## src/hw/rtl/pvr_pkg.sv

```systemverilog
`default_nettype none
package pvr_pkg;

    localparam int MAX_GRID_DEF      = 64;
    localparam int LOOPS_PER_BOX_DEF = 2;
    localparam int BINS_PER_CELL_DEF = 8;
    localparam int GRID_RESET        = 64;
    localparam int HALF_Q16          = 32768;
    localparam int HALF_CELL_SHIFT   = 13;   // half a cell in Q1.14 is 2^13
    localparam int PATH_SHIFT        = 29;   // 2^13 * 2^16 for Q8.16 output

    localparam logic FUNC_LOAD  = 1'b0;
    localparam logic FUNC_TRACE = 1'b1;

    typedef struct packed {
        logic               func;
        logic        [5:0]  cell_x;
        logic        [5:0]  cell_y;
        logic        [5:0]  cell_z;
        logic        [16:0] ion_fraction;
        logic signed [15:0] dir_x;
        logic signed [15:0] dir_y;
        logic signed [15:0] dir_z;
    } t_in_word;

    typedef struct packed {
        logic [23:0] path_length;
        logic [9:0]  length_bin;
        logic        hit_limit;
        logic        bad_direction;
    } t_out_word;

    typedef enum logic [2:0] {
        S_IDLE,
        S_DECODE,
        S_MUL,
        S_STEP,
        S_CHECK,
        S_DIVP,
        S_DIVB,
        S_EMIT
    } t_state;

    typedef struct packed {
        logic accept;
        logic map_wr;
        logic prep;
        logic step;
        logic check;
        logic div_load_path;
        logic div_load_bin;
        logic div_step;
        logic save_path;
        logic emit;
    } t_cmd;

    typedef struct packed {
        logic func;
        logic zero_dir;
        logic stop;
        logic limit;
        logic div_done;
    } t_status;

endpackage
`default_nettype wire

```

## src/hw/rtl/pvr_ctrl.sv

```systemverilog
`default_nettype none
module pvr_ctrl
    import pvr_pkg::*;
(
    input  wire      i_clk,
    input  wire      i_rst_n,
    input  wire      start,
    input  t_status  i_status,
    output t_cmd     o_cmd,
    output logic     busy
);

    t_state r_state;
    t_state n_state;

    always_ff @(posedge i_clk) begin
        if (!i_rst_n) begin
            r_state <= S_IDLE;
        end else begin
            r_state <= n_state;
        end
    end

    always_comb begin
        n_state = r_state;
        o_cmd   = '0;
        busy    = 1'b1;
        case (r_state)
            S_IDLE: begin
                busy = 1'b0;
                if (start) begin
                    o_cmd.accept = 1'b1;
                    n_state      = S_DECODE;
                end
            end
            S_DECODE: begin
                if (i_status.func == FUNC_LOAD) begin
                    o_cmd.map_wr = 1'b1;
                    n_state      = S_IDLE;
                end else begin
                    o_cmd.prep = 1'b1;
                    n_state    = i_status.zero_dir ? S_EMIT : S_MUL;
                end
            end
            S_MUL: begin
                n_state = S_STEP;
            end
            S_STEP: begin
                o_cmd.step = 1'b1;
                n_state    = S_CHECK;
            end
            S_CHECK: begin
                o_cmd.check = 1'b1;
                if (i_status.stop) begin
                    if (i_status.limit) begin
                        n_state = S_EMIT;
                    end else begin
                        o_cmd.div_load_path = 1'b1;
                        n_state             = S_DIVP;
                    end
                end else begin
                    n_state = S_STEP;
                end
            end
            S_DIVP: begin
                if (i_status.div_done) begin
                    o_cmd.save_path    = 1'b1;
                    o_cmd.div_load_bin = 1'b1;
                    n_state            = S_DIVB;
                end else begin
                    o_cmd.div_step = 1'b1;
                end
            end
            S_DIVB: begin
                if (i_status.div_done) begin
                    n_state = S_EMIT;
                end else begin
                    o_cmd.div_step = 1'b1;
                end
            end
            S_EMIT: begin
                o_cmd.emit = 1'b1;
                n_state    = S_IDLE;
            end
            default: begin
                n_state = S_IDLE;
            end
        endcase
    end

endmodule
`default_nettype wire

```

## config.mk

```make
export PLATFORM = sky130hd
export DESIGN_NAME = pvr_ctrl
export DESIGN_NICKNAME = d
export VERILOG_FILES = /design/src/hw/rtl/pvr_pkg.sv /design/src/hw/rtl/pvr_ctrl.sv
export SDC_FILE = /design/constraint.sdc
export NUM_CORES = 1
export LEC_CHECK = 0
export ABC_CLOCK_PERIOD_IN_PS = 1900
export BUFFER_PORTS_ARGS = -buffer_cell sky130_fd_sc_hd__buf_2
export CAP_MARGIN = 20
export CORE_AREA = 2 2 39 41
export DETAILED_ROUTE_END_ITERATION = 16
export DIE_AREA = 0 0 41 43
export GPL_TIMING_DRIVEN = 0
export PLACE_DENSITY = 0.53
export SLEW_MARGIN = 30
export SYNTH_ARGS = -nofsm -noshare
export SYNTH_HDL_FRONTEND = slang
export SYNTH_SLANG_ARGS = --single-unit
```

## constraint.sdc

```tcl
create_clock -name i_clk -period 1.9 [get_ports i_clk]
set_input_delay 0.19 -clock i_clk [delete_from_list [all_inputs] [get_ports i_clk]]
set_output_delay 0.19 -clock i_clk [all_outputs]
set_load 0.005 [all_outputs]
```

==> reports/qor.csv, run 1 <==
metric,value,unit
WL met3,51,um
Seq pwr share,0.270,
layout cell share with drive strength beyond 1,0.541,
clk buf depth,2,
Hold Crit Depth,3,
"Data required, critical path",1.71,ns
crit path kind,flip-flop to output port,
DR iter-0 viols,4,
Syn. warnings,0,
post-route cell area,459,um^2
Sw Share,0.285,
fin crit share,0.784,
Setup TNS,0,ns
number of global-route vias before repair,277,
endpoints failing setup,0,
Worst Max-Slew Pin Slew,0.295,ns
vias per cell,4.19,
Worst Path Buf+Inv,3,
"Seq/Total Area, Yosys",0.186,
"Clk Latency, worst-skew pair",0.23,ns
Initial Util,0.233,
DR WL met2,325,um
Metal-1 WL,331,um
Logic pwr share,0.326,
Critical Path Source Type,flip-flop,
nets,70,
cells along the critical path,buf_6 -> nor2b_1 -> and3_2 -> buf_4 -> buf_2,
Switch Pwr,0.0771,mW
Root Buffer,clkbuf_4,
highest metal used,met3,
maximum VDD drop,0.250,mV
Wirelength per Cell,9.19,um
die height,43,um
PD cells,588,mW/mm^2
Fmax achieved,672,MHz
PortBufs,18,
number of buffers created by CTS,3,
Top Registers,r_state (3),
first-pass GRT wire length,1040,um
P_int,0.193,mW
status,"finished, final reports clean",
Mapped Area,323,um^2
Mean Syn Cell Area,8.28,um^2
CORE AREA,0.00138,mm^2
worst hold path class,input port to flip-flop,
Biggest register,r_state,
LEAKAGE,0.234,nW
Clock Power Share,0.404,
Crit path max-delay family,flip-flops,
MaxCap Viol Count,0,
initial antenna violation count,0,
die width,41,um
via count,323,
total track usage,0.0883,
fin crit period,1.49,ns
Slowest cell on crit path,dfxtp_1,
Area Growth Syn to Fin,42.2,%
drc violations,0,
slowest cell delay on critical path,0.40,ns
Stages on worst setup path,5,
CP Data Arrival Time,1.30,ns
IO Pins,19,
Synth Instances,39,
CP max FO,10,
final wirelength,708,um
Die Area,0.00176,mm^2
Worst setup EP type,output port,
H-tree levels,1,
Cell Rows,14,
Pre-Repair DR Iteration Count,4,
aggregate global routing overflow,0,
pin count of the biggest net entering global routing,11,
Clock Sinks,3,
quantity of hold-fixing buffers added after cts,0,
Detailed Place HPWL,566,um
Antenna Cells,0,
Cell variety after synth,27,
"Net Count, Synth",47,
Post-CTS Resized,0,
"Slew Viols, Final",0,
skew final,0.000262,ns
CTS tree,built,
Final ANT Viol Nets,0,
placed cell areas,433,um^2
Slew headroom,0.801,
Seq cells post-synth,3,
RSZ-0062 raised after global routing,false,
Hold Fails Final Rpt,0,
"CTS clk-pin slew, worst paths",0.04,ns
routability cong.,0.723,
r2r worst-path depth,4,
max FFs per register,3,
setup bufs post-CTS,0,
## cells in the final DEF, fill, tap and decap left out
cell type,instances
nor2_2,1
inv_1,5
a21oi_1,3
or3_4,1
clkbuf_1,1
buf_4,1
nor3_2,1
a2111oi_2,1
nor3_1,1
o41ai_1,1
nor2_1,2
and3_2,1
a32o_1,1
o21ai_0,2
nand2_1,1
nor3b_2,1
clkbuf_4,3
dfxtp_1,3
and4bb_2,1
nor4_1,1
a31oi_1,1
buf_2,18
buf_6,3
nor2b_1,1
or2b_1,1
nor3b_1,1
xnor2_1,1
a21o_1,1
and2_1,1
and3_4,1
## kinds of logic (layout without fill, tap and decap cells)
kind of cell	Yosys count	after routing	share of synthesized area
simple gates	16	16	0.376
flops	3	3	0.186
buf+inv	9	31	0.186
compound gates	10	10	0.225
xor+xnor	1	1	0.0271
## cells in the mapped netlist, drive strengths merged
library cell | number | area, um^2
inv | 5 | 18.8
and3 | 2 | 18.8
nor2b | 1 | 6.26
and4bb | 1 | 12.5
o21ai | 2 | 10.0
xnor2 | 1 | 8.76
a32o | 1 | 10.0
a2111oi | 1 | 15.0
o41ai | 1 | 8.76
or3 | 1 | 11.3
nor3b | 2 | 20.0
nor2 | 3 | 13.8
a21o | 1 | 7.51
or2b | 1 | 7.51
nand2 | 1 | 3.75
and2 | 1 | 6.26
nor3 | 2 | 15.0
buf | 4 | 41.3
a21oi | 3 | 15.0
a31oi | 1 | 6.26
nor4 | 1 | 6.26
dfxtp | 3 | 60.1
## power by group through the flow
stage	Clock (mW)	Combinational (mW)	Sequential, mW
3_3_place_gp	0	0.0893	0.0737
2_1_floorplan	0	0.0614	0.0726
5_1_grt	0.119	0.0977	0.0732
4_1_cts	0.117	0.0888	0.0727
6_report	0.109	0.0881	0.0729
3_5_place_dp	0	0.0888	0.0737
## worst register-to-register path, cell delays in order (launching register included)
cell	delay (ns)
dfxtp_1	0.34
buf_6	0.15
nor3_2	0.17
a31oi_1	0.06
a32o_1	0.26
## stage by stage
| step | power [mW] | cells | setup slack [ns] | hold WS [ns] | utilization |
|---|---|---|---|---|---|
| 6_report | 0.270 | 77 | 0.411 | 0.225 | 0.332 |
| 4_1_cts | 0.278 | 77 | 0.404 | 0.218 | 0.332 |
| 2_1_floorplan | 0.134 | 39 | 0.789 | 0.313 | - |
| 3_5_place_dp | 0.162 | 73 | 0.658 | 0.466 | 0.313 |
| 3_3_place_gp | 0.163 | 73 | 0.656 | 0.464 | 0.313 |
| 5_1_grt | 0.290 | 77 | 0.356 | 0.248 | 0.332 |
## cell type report
cell class	count	area (um^2)
Clock buffer	4	26.3
Multi-Input combinational cell	27	203
Tap cell	16	20.0
Inverter	5	18.8
Buffer	4	41.3
Fill cell	166	925
Sequential cell	3	60.1
Timing Repair Buffer	18	90.1
## layer usage
metal  vias up  track usage
met5         -            0
met4         0       0.0800
met1       133        0.112
met2        10        0.119
met3         0       0.0157
li1        180            -
## final timing paths
| check | startpoint | end | slack (ns) |
|---|---|---|---|
| worst max-delay path | r_state[1] | o_cmd[3] | 0.41 |
| worst min-delay path | i_rst_n | r_state[1] | 0.22 |
| worst min register to register | r_state[1] | r_state[2] | 0.64 |
| worst max register to register | r_state[2] | r_state[0] | 0.81 |
Power figures use the tool's default switching activity.
==> run 2, diff against run 1 <==
- ABC_AREA: not set -> 1
- ABC_CLOCK_PERIOD_IN_PS: 1900 -> 1300
- clock period: 1.9 -> 1.3 ns (I/O delays scaled with it)
==> reports/qor.csv, run 2 <==
metric,value,unit
hold_sp,i_rst_n,
LEAKAGE,0.269,nW
Pre-Repair DR Iteration Count,2,
CP Data Arrival Time,1.13,ns
Area Growth Syn to Fin,57.9,%
PD cells,895,mW/mm^2
Post-Synth Simple-Gate Area,0.508,
"Slew Viols, Final",0,
"Seq/Total Area, Yosys",0.200,
Worst R2R End,r_state[0],
CP max FO,8,
Yosys top cell by area,dfxtp_1,
Hold Crit Depth,3,
crit path kind,flip-flop to output port,
pre-CTS setup slack,0.189,ns
Biggest register,r_state,
Wirelength per Cell,8.54,um
routability cong.,0.766,
Seq cells post-synth,3,
endpoints failing setup,0,
Cell Rows,14,
Area contributors post-synth,"dfxtp_1 20%, nor2_1 13%, inv_1 10%",
Final ANT Viol Nets,0,
clk buf depth,2,
RSZ-0062 raised after global routing,true,
total track usage,0.100,
"CTS clk-pin slew, worst paths",0.03,ns
fin crit share,0.968,
layout cell share with drive strength beyond 1,0.562,
fin crit period,1.26,ns
H-tree levels,1,
Post-Place Cells,85,
final wirelength,760,um
"Clk Latency, worst-skew pair",0.23,ns
Yosys top cell area share,0.200,
"commonest non-fill, non-tap cell in the layout",buf_2,
fin cells,89,
asr flop ratio synth,0,
adder-cell share of the synthesized area,0,
post-synthesis mux area share,0,
Synth Instances,51,
aggregate global routing overflow,0,
setup bufs post-CTS,0,
Worst setup EP type,output port,
Detailed Place HPWL,602,um
Worst Max-Slew Pin Slew,0.166,ns
die width,41,um
"EDFF count, synth",0,
Root Buffer,clkbuf_4,
MaxCap Viol Count,0,
via count,376,
Clock Sinks,3,
Initial Util,0.217,
IO Pins,19,
initial antenna violation count,0,
Die Area,0.00176,mm^2
PortBufs,18,
first-pass GRT wire length,1170,um
CORE AREA,0.00138,mm^2
Hold Fails Final Rpt,0,
Mean Syn Cell Area,5.89,um^2
Post-synth top cells,"10 x nor2_1, 8 x inv_1, 6 x nand2_1",
Most used DFF post-synth,dfxtp_1,
DR iter-0 viols,6,
maximum VDD drop,0.204,mV
number of global-route vias before repair,313,
number of buffers created by CTS,3,
max FFs per register,3,
Mapped Area,300,um^2
Antenna Cells,0,
vias per cell,4.22,
Critical Path Source Type,flip-flop,
"commonest cells after routing, fill and taps aside","18 x buf_2, 9 x nor2_1, 7 x inv_1, 5 x nand3_1, 5 x nand2_1",
Top Registers,r_state (3),
die height,43,um
Setup TNS,0,ns
Cell variety after synth,18,
Slew headroom,0.889,
drc violations,0,
largest family of logic cells by synthesized area,simple AND/OR/NAND/NOR gates,
hold endpoint,r_state[0],
Tot Pwr,0.425,mW
Setup WS post-layout,0.0420,ns
pin count of the biggest net entering global routing,9,
status,"finished, final reports clean",
CTS tree,built,
"Data required, critical path",1.17,ns
Syn. warnings,0,
"Net Count, Synth",59,
top-count cell post-synth,nor2_1,
Synth Area in Compound Gates,0.112,
nets,82,
r2r worst-path depth,6,
skew final,0.00327,ns
utilization after layout,0.343,
worst hold path class,input port to flip-flop,
r2r startpoint,r_state[0],
fillcell total,152,
r2r setup slk,0.25,ns
Fmax achieved,795,MHz
Synth Area in XOR/XNOR,0,
==> run 2: timing repair <==
action,in CTS,in global routing
gates cloned,0,0
pin swaps,2,3
resized for setup,7,6
hold buffers,0,0
endpoints found under the setup margin,4,4
==> run 2: cell families (layout without fill, tap and decap cells) <==
logic type / count (synthesis) / after routing
DFF: 3 / 3
AOI/OAI and AO/OA: 5 / 5
buffers and inverters: 13 / 35
and+or+nand+nor: 30 / 30
==> run 2: cell type report <==
type | instances | area (um^2) | area share
clock buffers | 4 | 26.3 | 0.0554
inverters | 11 | 43.8 | 0.0923
multi-input cells | 35 | 208 | 0.438
well taps | 16 | 20.0 | 0.0422
flip-flops and latches | 3 | 67.6 | 0.142
plain buffers | 2 | 18.8 | 0.0396
repair buffers | 18 | 90.1 | 0.190
==> run 2: power by group <==
| group | total (mW) | switching, mW | leakage [nW] | internal (mW) |
|---|---|---|---|---|
| logic | 0.150 | 0.0853 | 0.228 | 0.0645 |
| clock network | 0.164 | 0.0485 | 0.0150 | 0.115 |
| registers | 0.111 | 0.0114 | 0.0261 | 0.0998 |
==> run 2: worst max path at each step <==
stage | from | end | slack (ns) | depth (start not counted)
6_report | r_state[0] | o_cmd[4] | 0.04 | 5
5_1_grt | r_state[0] | o_cmd[4] | -0.04 | 5
4_1_cts | r_state[0] | o_cmd[2] | -0.004 | 7
3_5_place_dp | r_state[0] | r_state[0] | 0.19 | 8
3_3_place_gp | r_state[1] | r_state[0] | 0.18 | 5
2_1_floorplan | r_state[0] | r_state[0] | 0.26 | 8
==> run 2: worst max-delay path: stages (launching register included) <==
cell	delay, ns
dfxtp_1	0.29
buf_6	0.14
nor3_4	0.19
nand2_1	0.09
nor2_1	0.08
buf_2	0.11
==> run 2: routing by layer <==
metal  routed length (um)  share of wire  vias to the layer above  GRT usage
li1                     -              -                      203          -
met1                  320           0.42                      167      0.105
met2                  412           0.54                        6      0.153
met3                   27          0.036                        0     0.0471
met4                    0              0                        0     0.0600
met5                    0              0                        -          0
==> run 2: through the flow <==
| step | instance area, um^2 | hold slack [ns] |
|---|---|---|
| global placement | 410 | 0.372 |
| finish | 474 | 0.136 |
| floorplan | 300 | 0.246 |
| global route | 474 | 0.125 |
| CTS | 458 | 0.129 |
| detailed placement | 410 | 0.376 |
==> run 3, diff against run 2 <==
- CELL_PAD_IN_SITES_DETAIL_PLACEMENT: not set -> 1
- CELL_PAD_IN_SITES_GLOBAL_PLACEMENT: not set -> 2
- CORE_AREA: 2 2 39 41 -> not set
- CORE_MARGIN: not set -> 2
- CORE_UTILIZATION: not set -> 15
- DIE_AREA: 0 0 41 43 -> not set
- PLACE_DENSITY: 0.53 -> 0.69
==> reports/qor.csv, run 3 (synthesis results as in run 2) <==
metric,value,unit
status,"finished, final reports clean",
layout cell share with drive strength beyond 1,0.592,
number of buffers created by CTS,3,
skew final,0.000509,ns
nets,85,
PD cells,853,mW/mm^2
Final ANT Viol Nets,0,
routability cong.,0.722,
Root Buffer,clkbuf_4,
Slowest cell on crit path,dfxtp_4,
Cell Rows,16,
CORE AREA,0.00192,mm^2
max FFs per register,3,
vias per cell,3.90,
Initial Util,0.156,
Tot Pwr,0.438,mW
"commonest cells after routing, fill and taps aside","18 x buf_2, 9 x nor2_1, 7 x inv_1, 5 x nand3_1, 5 x nand2_1",
Wirelength per Cell,8.99,um
via count,402,
initial antenna violation count,0,
maximum VDD drop,0.305,mV
MaxCap Viol Count,0,
PortBufs,18,
number of global-route vias before repair,395,
"commonest non-fill, non-tap cell in the layout",buf_2,
clk buf depth,2,
final wirelength,926,um
pin count of the biggest net entering global routing,9,
Clock Sinks,3,
fillcell total,260,
cells along the critical path,inv_6 -> nor3_4 -> nand2_1 -> nor2_1 -> buf_2,
DR iter-0 viols,0,
slowest cell delay on critical path,0.39,ns
IO Pins,19,
"Clk Latency, worst-skew pair",0.23,ns
H-tree levels,1,
Slew headroom,0.889,
Worst Path Buf+Inv,2,
Pre-Repair DR Iteration Count,1,
Antenna Cells,0,
die width,48.7,um
worst hold path class,input port to flip-flop,
Biggest register,r_state,
"Slew Viols, Final",0,
Fmax achieved,796,MHz
utilization after layout,0.267,
CP max FO,6,
drc violations,0,
Detailed Place HPWL,751,um
fin crit period,1.26,ns
fin crit share,0.967,
Crit path max-delay family,flip-flops,
quantity of hold-fixing buffers added after cts,0,
LEAKAGE,0.276,nW
Die Area,0.00238,mm^2
r2r setup slk,0.11,ns
RSZ-0062 raised after global routing,true,
Critical Path Source Type,flip-flop,
"CTS clk-pin slew, worst paths",0.04,ns
Area Growth Syn to Fin,70.8,%
"Data required, critical path",1.17,ns
CP Data Arrival Time,1.13,ns
CTS tree,built,
Hold Fails Final Rpt,0,
Worst Max-Slew Pin Slew,0.165,ns
Worst setup EP type,output port,
Top Registers,r_state (3),
endpoints failing setup,0,
first-pass GRT wire length,1550,um
die height,48.7,um
aggregate global routing overflow,0,
total track usage,0.0849,
crit path kind,flip-flop to output port,
-- run 3: metal layers --
metal | global-route usage | vias to the layer above | share of wire
met5 | 0 | - | 0
met4 | 0.0571 | 0 | 0
met3 | 0.0340 | 0 | 0.069
met2 | 0.130 | 8 | 0.52
met1 | 0.0964 | 184 | 0.41
li1 | - | 210 | -
-- run 3: where the power goes --
group	total, mW	internal [mW]	switching (mW)
clock network	0.162	0.115	0.0475
logic	0.161	0.0720	0.0889
registers	0.114	0.101	0.0134
-- run 3: final cells by class --
cell class                 count  area, um^2  area share
inverter                      11        46.3      0.0902
buffer                         2        22.5      0.0439
sequential                     3        68.8       0.134
timing repair buffer          21         113       0.220
clock buffer                   4        26.3      0.0512
tap                           27        33.8      0.0659
multi-input combinational     35         203       0.395
-- run 3: worst paths after layout --
check,endpoint,startpoint,cells after the start
worst min register to register,r_state[1],r_state[2],2
worst max-delay path,o_cmd[4],r_state[2],5
worst min-delay path,r_state[0],i_rst_n,3
worst max register to register,r_state[0],r_state[0],7
-- run 3: repair_timing --
item,4_1_cts,5_1_grt
setup endpoints to repair,5,6
buffers inserted,1,2
pin swaps,0,4
hold endpoints to repair,0,0
resized for setup,6,9
-- run 3: worst reg2reg max path, cell delays in order, from the launching register on --
cell and delay, ns:
dfxtp_2 0.32, buf_8 0.14, nand3_2 0.11, nand2_2 0.09, nand2_2 0.06, buf_4 0.14
a21oi_1 0.16, nor2_2 0.06
-- run 3: per-stage QoR --
| stage | setup WS [ns] | setup TNS (ns) | hold WS, ns | std cells | instance area [um^2] |
|---|---|---|---|---|---|
| floorplan | 0.262 | 0 | 0.246 | 51 | 300 |
| global placement | 0.181 | 0 | 0.373 | 96 | 424 |
| detailed placement | 0.162 | 0 | 0.380 | 96 | 424 |
| CTS | 0.00221 | 0 | 0.134 | 101 | 478 |
| global route | -0.0305 | -0.0643 | 0.134 | 103 | 513 |
| finish | 0.0430 | 0 | 0.133 | 103 | 513 |
